### config.mk
export PLATFORM = sky130hd
export DESIGN_NAME = pbp_front
export DESIGN_NICKNAME = d
export VERILOG_FILES = /design/src/rtl/core/pbp_pkg.sv /design/src/rtl/core/pbp_front.sv
export SDC_FILE = /design/constraint.sdc
export NUM_CORES = 1
export LEC_CHECK = 0
export ABC_AREA = 1
export BUFFER_PORTS_ARGS = -buffer_cell sky130_fd_sc_hd__buf_4
export CORE_AREA = 4 4 82 84
export CTS_BUF_LIST = sky130_fd_sc_hd__clkbuf_16
export DETAILED_ROUTE_END_ITERATION = 12
export DIE_AREA = 0 0 86 88
export PLACE_DENSITY = 0.56
export SLEW_MARGIN = 20
export SYNTH_ARGS = -nofsm -noshare
export SYNTH_HDL_FRONTEND = slang
export SYNTH_SLANG_ARGS = --single-unit
### constraint.sdc
create_clock -name clock -period 1.77 [get_ports clock]
set_input_delay 0.0885 -clock clock [delete_from_list [all_inputs] [get_ports clock]]
set_output_delay 0.0885 -clock clock [all_outputs]
set_load 0.005 [all_outputs]
### src/rtl/core/pbp_pkg.sv
// Shared types and constants for the perceptron branch predictor.
package pbp_pkg;

   localparam int WEIGHT_W = 8;
   localparam int THRESH_W = 11;
   localparam int SUM_OUT_W = 12;
   localparam logic [THRESH_W-1:0] THRESH_RESET = 11'd33;
   localparam logic signed [WEIGHT_W-1:0] WEIGHT_MAX = 8'sd127;
   localparam logic signed [WEIGHT_W-1:0] WEIGHT_MIN = -8'sd128;

   localparam logic OP_PREDICT = 1'b0;
   localparam logic OP_TRAIN = 1'b1;

   typedef struct packed {
      logic pop;
      logic clearing;
   } bk_status_type;

endpackage

### src/rtl/core/pbp_front.sv
// Front end: accepts request beats, selects the weight row and queues the work.
module pbp_front #(
   parameter int HIST_LEN = 10,
   parameter int CORES = 4,
   localparam int DEPTH = CORES << HIST_LEN,
   localparam int ADDR_W = $clog2(DEPTH)
) (
   input  logic                clock,
   input  logic                reset,
   input  logic                req_push,
   output logic                req_full,
   input  logic                req_operation,
   input  logic [1:0]          req_core_id,
   input  logic [31:0]         req_branch_address,
   input  logic [9:0]          req_global_history,
   input  logic                req_actual_taken,
   input  pbp_pkg::bk_status_type bk_status,
   output logic                q_valid,
   output logic                q_operation,
   output logic                q_taken,
   output logic [HIST_LEN-1:0] q_hist,
   output logic [ADDR_W-1:0]   q_addr
);

   localparam int ENT_W = 2 + HIST_LEN + ADDR_W;

   logic [ENT_W-1:0] entry_ff [2];
   logic             wr_ptr_ff, wr_ptr_in;
   logic             rd_ptr_ff, rd_ptr_in;
   logic [1:0]       count_ff, count_in;
   logic [1:0]       core_mod;
   logic [HIST_LEN+9:0] hist_wide;
   logic [ENT_W-1:0] new_entry;
   logic             push_ok;

   always_comb begin
      core_mod = req_core_id;
      for (int i = 0; i < 3; i++) begin
         if (int'(core_mod) >= CORES) begin
            core_mod = 2'(int'(core_mod) - CORES);
         end
      end
   end

   assign hist_wide = {{HIST_LEN{1'b0}}, req_global_history};
   assign new_entry = {req_operation, req_actual_taken, hist_wide[HIST_LEN-1:0],
                       ADDR_W'({core_mod, req_branch_address[HIST_LEN-1:0]})};

   assign req_full = bk_status.clearing || (count_ff == 2'd2);
   assign push_ok = req_push && !req_full;

   assign q_valid = (count_ff != 2'd0);
   assign {q_operation, q_taken, q_hist, q_addr} = entry_ff[rd_ptr_ff];

   always_comb begin
      wr_ptr_in = wr_ptr_ff ^ push_ok;
      rd_ptr_in = rd_ptr_ff ^ bk_status.pop;
      count_in = count_ff + 2'(push_ok) - 2'(bk_status.pop);
   end

   always_ff @(posedge clock) begin
      if (reset) begin
         wr_ptr_ff <= 1'b0;
         rd_ptr_ff <= 1'b0;
         count_ff <= 2'd0;
      end else begin
         wr_ptr_ff <= wr_ptr_in;
         rd_ptr_ff <= rd_ptr_in;
         count_ff <= count_in;
      end
   end

   always_ff @(posedge clock) begin
      if (push_ok) begin
         entry_ff[wr_ptr_ff] <= new_entry;
      end
   end

endmodule

=== After elaboration in Yosys (flattened, before gate mapping) ===
Memory sizes are Yosys's and may differ from the RTL's. A register that Yosys moved wholly into a read port is not among the register bits.
Cells that the tools add are included.

* Register bits after elaboration: 4
* RAM bits: 48
* Bits of input ports: 51
* Output and inout bits: 26
* Logic and storage cells: 16
* Memories kept: 1

* $add $sub $neg: 2
* Equal/unequal tests: 1
* Mux-type cells: 3
* Bitwise operators: 2
* Reductions and logical operators: 4

{| class="wikitable"
|+ Memories
! memory !! depth !! bits a word !! rd ports !! clocked after memory_dff !! wr ports !! RTL line !! source
|-
| entry_ff || 2 || 24 || 1 || 1 || 1 || pbp_front.sv:27 || <nowiki>logic [ENT_W-1:0] entry_ff [2];</nowiki>
|}

{| class="wikitable"
|+ Operator list
! cell !! count
|-
| 1-bit 2-to-1 mux || 3
|-
| 2-bit by 1-bit adder with 2-bit output || 1
|-
| 2-bit == test, second input constant || 1
|-
| 2-bit nonzero test || 1
|-
| 2-bit by 1-bit subtractor with 2-bit output || 1
|-
| 1-bit bitwise XOR || 2
|-
| 1-bit logical AND || 1
|-
| 1-bit zero test || 1
|-
| 1-bit logical OR || 1
|}

=== Longest topological paths before layout ===
* Depth in word-level cells: 6
* Gate-level depth with buffers: 12
* Gate-level depth less buffers: 12

=== Worst setup path after synthesis ===
No wires, ideal clock.

* Path kind: register to register
* From: reg count_ff[1]
* To: mem entry_ff[1][0] (netlist bit) (enable)
* Library setup time: 383 ps
* Data arrival time: 1295 ps
* Data required time: 1387 ps
* Slack: 93 ps
* Cell stages (with the launch flop): 5
* Buffers on the path: 0
* Clock period less this slack: 1677 ps
* Cells stage by stage: dfxtp_1 > inv_1 > o21bai_1 > nor2_1 > ha_1

* Word-level cells in the longest chain between the ends: 6

{| class="wikitable"
|+ Ends and longest elaborated chain
! item !! RTL line !! source
|-
| start: declaration || pbp_front.sv:30 || <nowiki>logic [1:0] count_ff, count_in;</nowiki>
|-
| start signal: assignment || pbp_front.sv:69 || <nowiki>count_ff <= count_in;</nowiki>
|-
| 2-bit == test || pbp_front.sv:49 || <nowiki>assign req_full = bk_status.clearing || (count_ff == 2'd2);</nowiki>
|-
| 1-bit logical OR || pbp_front.sv:49 ||
|-
| via req_full || pbp_front.sv:11 || <nowiki>output logic req_full,</nowiki>
|-
| 1-bit zero test || pbp_front.sv:50 || <nowiki>assign push_ok = req_push && !req_full;</nowiki>
|-
| 1-bit logical AND || pbp_front.sv:50 ||
|-
| 1-bit 2-to-1 mux || pbp_front.sv:74 || <nowiki>if (push_ok) begin</nowiki>
|-
| 1-bit 2-to-1 mux (implied by the code) || pbp_front.sv:75 || <nowiki>entry_ff[wr_ptr_ff] <= new_entry;</nowiki>
|-
| end: declaration || pbp_front.sv:27 ||
|}

The timed path passes the listed nets, and every way through them passes these cells.

=== Worst setup path after layout ===
* From: reg count_ff[1]
* To: reg count_ff[1]

* Word-level cells in the longest chain between the ends: 6

{| class="wikitable"
|+ Ends and longest elaborated chain
! item !! RTL line !! source
|-
| 2-bit == test || pbp_front.sv:49 ||
|-
| 1-bit logical OR || pbp_front.sv:49 ||
|-
| 1-bit zero test || pbp_front.sv:50 ||
|-
| 1-bit logical AND || pbp_front.sv:50 ||
|-
| 2-bit by 1-bit adder with 2-bit output * || pbp_front.sv:58 || <nowiki>count_in = count_ff + 2'(push_ok) - 2'(bk_status.pop);</nowiki>
|-
| 2-bit by 1-bit subtractor with 2-bit output * || pbp_front.sv:58 ||
|}

Mark *: on every way between the ends. The rest lies on a longest branch, timed or not.
A chain may end at the register's enable or synchronous reset.

==> flow_summary.toml <==
[outcome]
status = "finished, final reports clean"

[finish]
num_antenna_cells = 0
multi_input_area_um2 = 456.7
syn2layout_area_growth_pct = 44.99
drive_gt1_share_pct = 48.21
fillers = 495
seqCellArea_um2 = 1523
layout.nets = 249

[synth]
synth_most_common_cell = "edfxtp_1"
synth.cell_area_um2 = 2061
synth_cell_types = 15
ys_seq_elements = 52
async_flop_share_pct = 0
synth_nets = 160
ys.warnings.count = 0
netlist_top_cells_area = "edfxtp_1, mux2_4, dfxtp_1"
synth_top_area_cell = "edfxtp_1"
synth_commonest_cells = "edfxtp_1, mux2_4, inv_1, mux2_2, nor2_1"
netlist.area_leader.share_pct = 69.95
synth-seq-area-share_pct = 73.83
synth_ff_type = "edfxtp_1"
synth_edf_count = 48
netlist_instances = 105
syn_avg_cell_area_um2 = 19.63

[drt]
dr.first_iter.drc_count = 39
via_per_inst = 4.256
wl_per_cell_um = 13.15
drc_errors = 0
vias = 1149
first_pass_iters = 3
postRouteAntennaNets = 0
wl_mm = 3.550

[placement]
place.gp.congestion = 0.6904
io_buffers = 54
place_hpwl_mm = 2.514

[global_routing]
grt_max_degree = 18
grtUsageTotal_pct = 9.986
grt_antenna_before_repair = 0
met3_usage_pct = 3.481
overflow = 0
grt_pass1_wl_mm = 5.740
busiest_layer = "met2"
gr-usage-met2_pct = 18.64
met1_usage_pct = 10.55
first_global_vias = 1258

[worst_setup_path]
r2r_cells = 11
cp-startpoint = "count_ff[1]$_SDFF_PP0_"
reg2reg_setup_slack_ns = 0.12
r2r-start = "count_ff[1]$_SDFF_PP0_"
critical_path_class = "flip-flop to flip-flop"
worstReg2RegEnd = "count_ff[1]$_SDFF_PP0_"
critPathRequiredTime_ns = 1.94
cp_data_arrival_time_ns = 1.82
setup.worst_path.end_class = "flip-flop"
cp-start-kind = "flip-flop"
critical_path_peak_fanout = 3

[sta]
finalCritPeriodShare_pct = 93.23
maxClockFrequency_mhz = 606.0
max-slew-margin-rel_pct = 77.98
rsz0062_at_grt = "no"
worstMarginPinSlew_ns = 0.3303
finalSetupViolations = 0
fin_worst_skew_ns = 0.005293
finalHoldViolations = 0
setup-tns-final_ns = 0
min_period_ns = 1.650
slew_viol_final = 0

[hold_path]
worstHoldEndpoint = "rd_ptr_ff$_SDFF_PP0_"
min_path_cells = 3
hold_class = "input pin to flip-flop"
hold_start = "bk_status[1]"

[floorplanning]
core-area_um2 = 5921
rows = 28
die_h_um = 88
die_area_um2 = 7568
ioPinCount = 77
start_util_pct = 34.81
fp.dieW_um = 86

[power]
powerDensity_nw_per_um2 = 971.2
static-leakage-power_nw = 1.210
vdd_drop_max_uv = 575.6
power.total_mw = 2.902

[clock_tree]
clock-sinks = 52
cts_inserted_buffers = 5
cts_tree = "built"
clockBufferDepth = 2
clock_latency_ns = 0.28
root_buffer = "clkbuf_16"
htreeDepth = 2
clk_pin_slew_worst_paths_ns = 0.06

[job]
drv_cap = 0
-- metal layers --
layer / up-vias / share of wire (%)
met5: - / 0
met4: 0 / 0.42
met3: 2 / 6.5
met2: 40 / 54
met1: 544 / 39
li1: 563 / -
-- final cells by class --
cell class                 count  area share (%)
clock buffer                   5           4.188
clock inverter                 3           1.424
inverter                       9           1.131
multi-input combinational     41           15.28
sequential                    52           50.96
tap                           75           3.141
timing repair buffer          85           23.87
-- power breakdown --
| group | internal (mW) | total (mW) | switching, mW | leakage (nW) |
|---|---|---|---|---|
| clock | 0.663 | 1.05 | 0.387 | 0.0814 |
| sequential | 1.41 | 1.44 | 0.0284 | 0.473 |
| combinational | 0.264 | 0.412 | 0.148 | 0.656 |
-- kinds of logic after synthesis --
family                     count (synthesis)  share of synthesized area [%]
muxes                                     24                          16.58
DFF                                       52                          73.83
xor gates and xnor gates                   1                         0.4251
buffers and inverters                     12                          4.129
AOI/OAI and AO/OA                          2                         0.6071
and+or+nand+nor                           10                          2.004
adders and majority gates                  4                          2.429
-- cell usage in the layout (no fill, tap or decap), types with 3 or more instances in the layout --
cell	instances
dfxtp_1	3
clkbuf_16	5
mux2_4	19
mux2_2	5
dlygate4sd3_1	25
edfxtp_1	48
inv_1	9
ha_1	4
buf_4	59
nor2_1	4
nand2_1	3
-- flip-flops by register name, indices dropped and copies added, names as in the netlist --
register and flops:
entry_ff 48, wr_ptr_ff 1, rd_ptr_ff 1, count_ff 2
-- critical path, stage by stage (launching register included) --
cell and delay [ns]:
dfxtp_1 0.32, inv_1 0.10, o21bai_1 0.10, nor2_2 0.15, inv_1 0.06, ha_1 0.26, inv_1 0.04, ha_1 0.18
inv_1 0.05, nand2_1 0.06, a21oi_1 0.16, nor2_1 0.07
-- through the flow --
step           worst slack (ns)  hold WS, ns  cells  util, %  instance area, µm²
2_1_floorplan           0.09260       0.1552    105        -                2061
3_3_place_gp             0.1770       0.2737    236    43.24                2560
3_5_place_dp            0.08097       0.2760    236    43.24                2560
4_1_cts                 0.05753      0.04833    269    50.30                2978
5_1_grt                 0.01114      0.07831    270    50.46                2988
6_report                 0.1199      0.05554    270    50.46                2988
-- worst max path at each step --
stage / to / slack, ns
2_1_floorplan: entry_ff[1][0]$_DFFE_PP_ / 0.09
3_3_place_gp: count_ff[1]$_SDFF_PP0_ / 0.18
3_5_place_dp: count_ff[1]$_SDFF_PP0_ / 0.08
5_1_grt: count_ff[1]$_SDFF_PP0_ / 0.01
6_report: count_ff[1]$_SDFF_PP0_ / 0.12
4_1_cts: count_ff[1]$_SDFF_PP0_ / 0.06
-- repair_timing --
item                                    CTS  global route
hold endpoints to repair                 51             0
buffers inserted                          0             1
hold buffers                             25             0
gates resized for setup                   0             1
endpoints found under the setup margin    0             1
No activity file was read; power rests on OpenSTA's default activity.
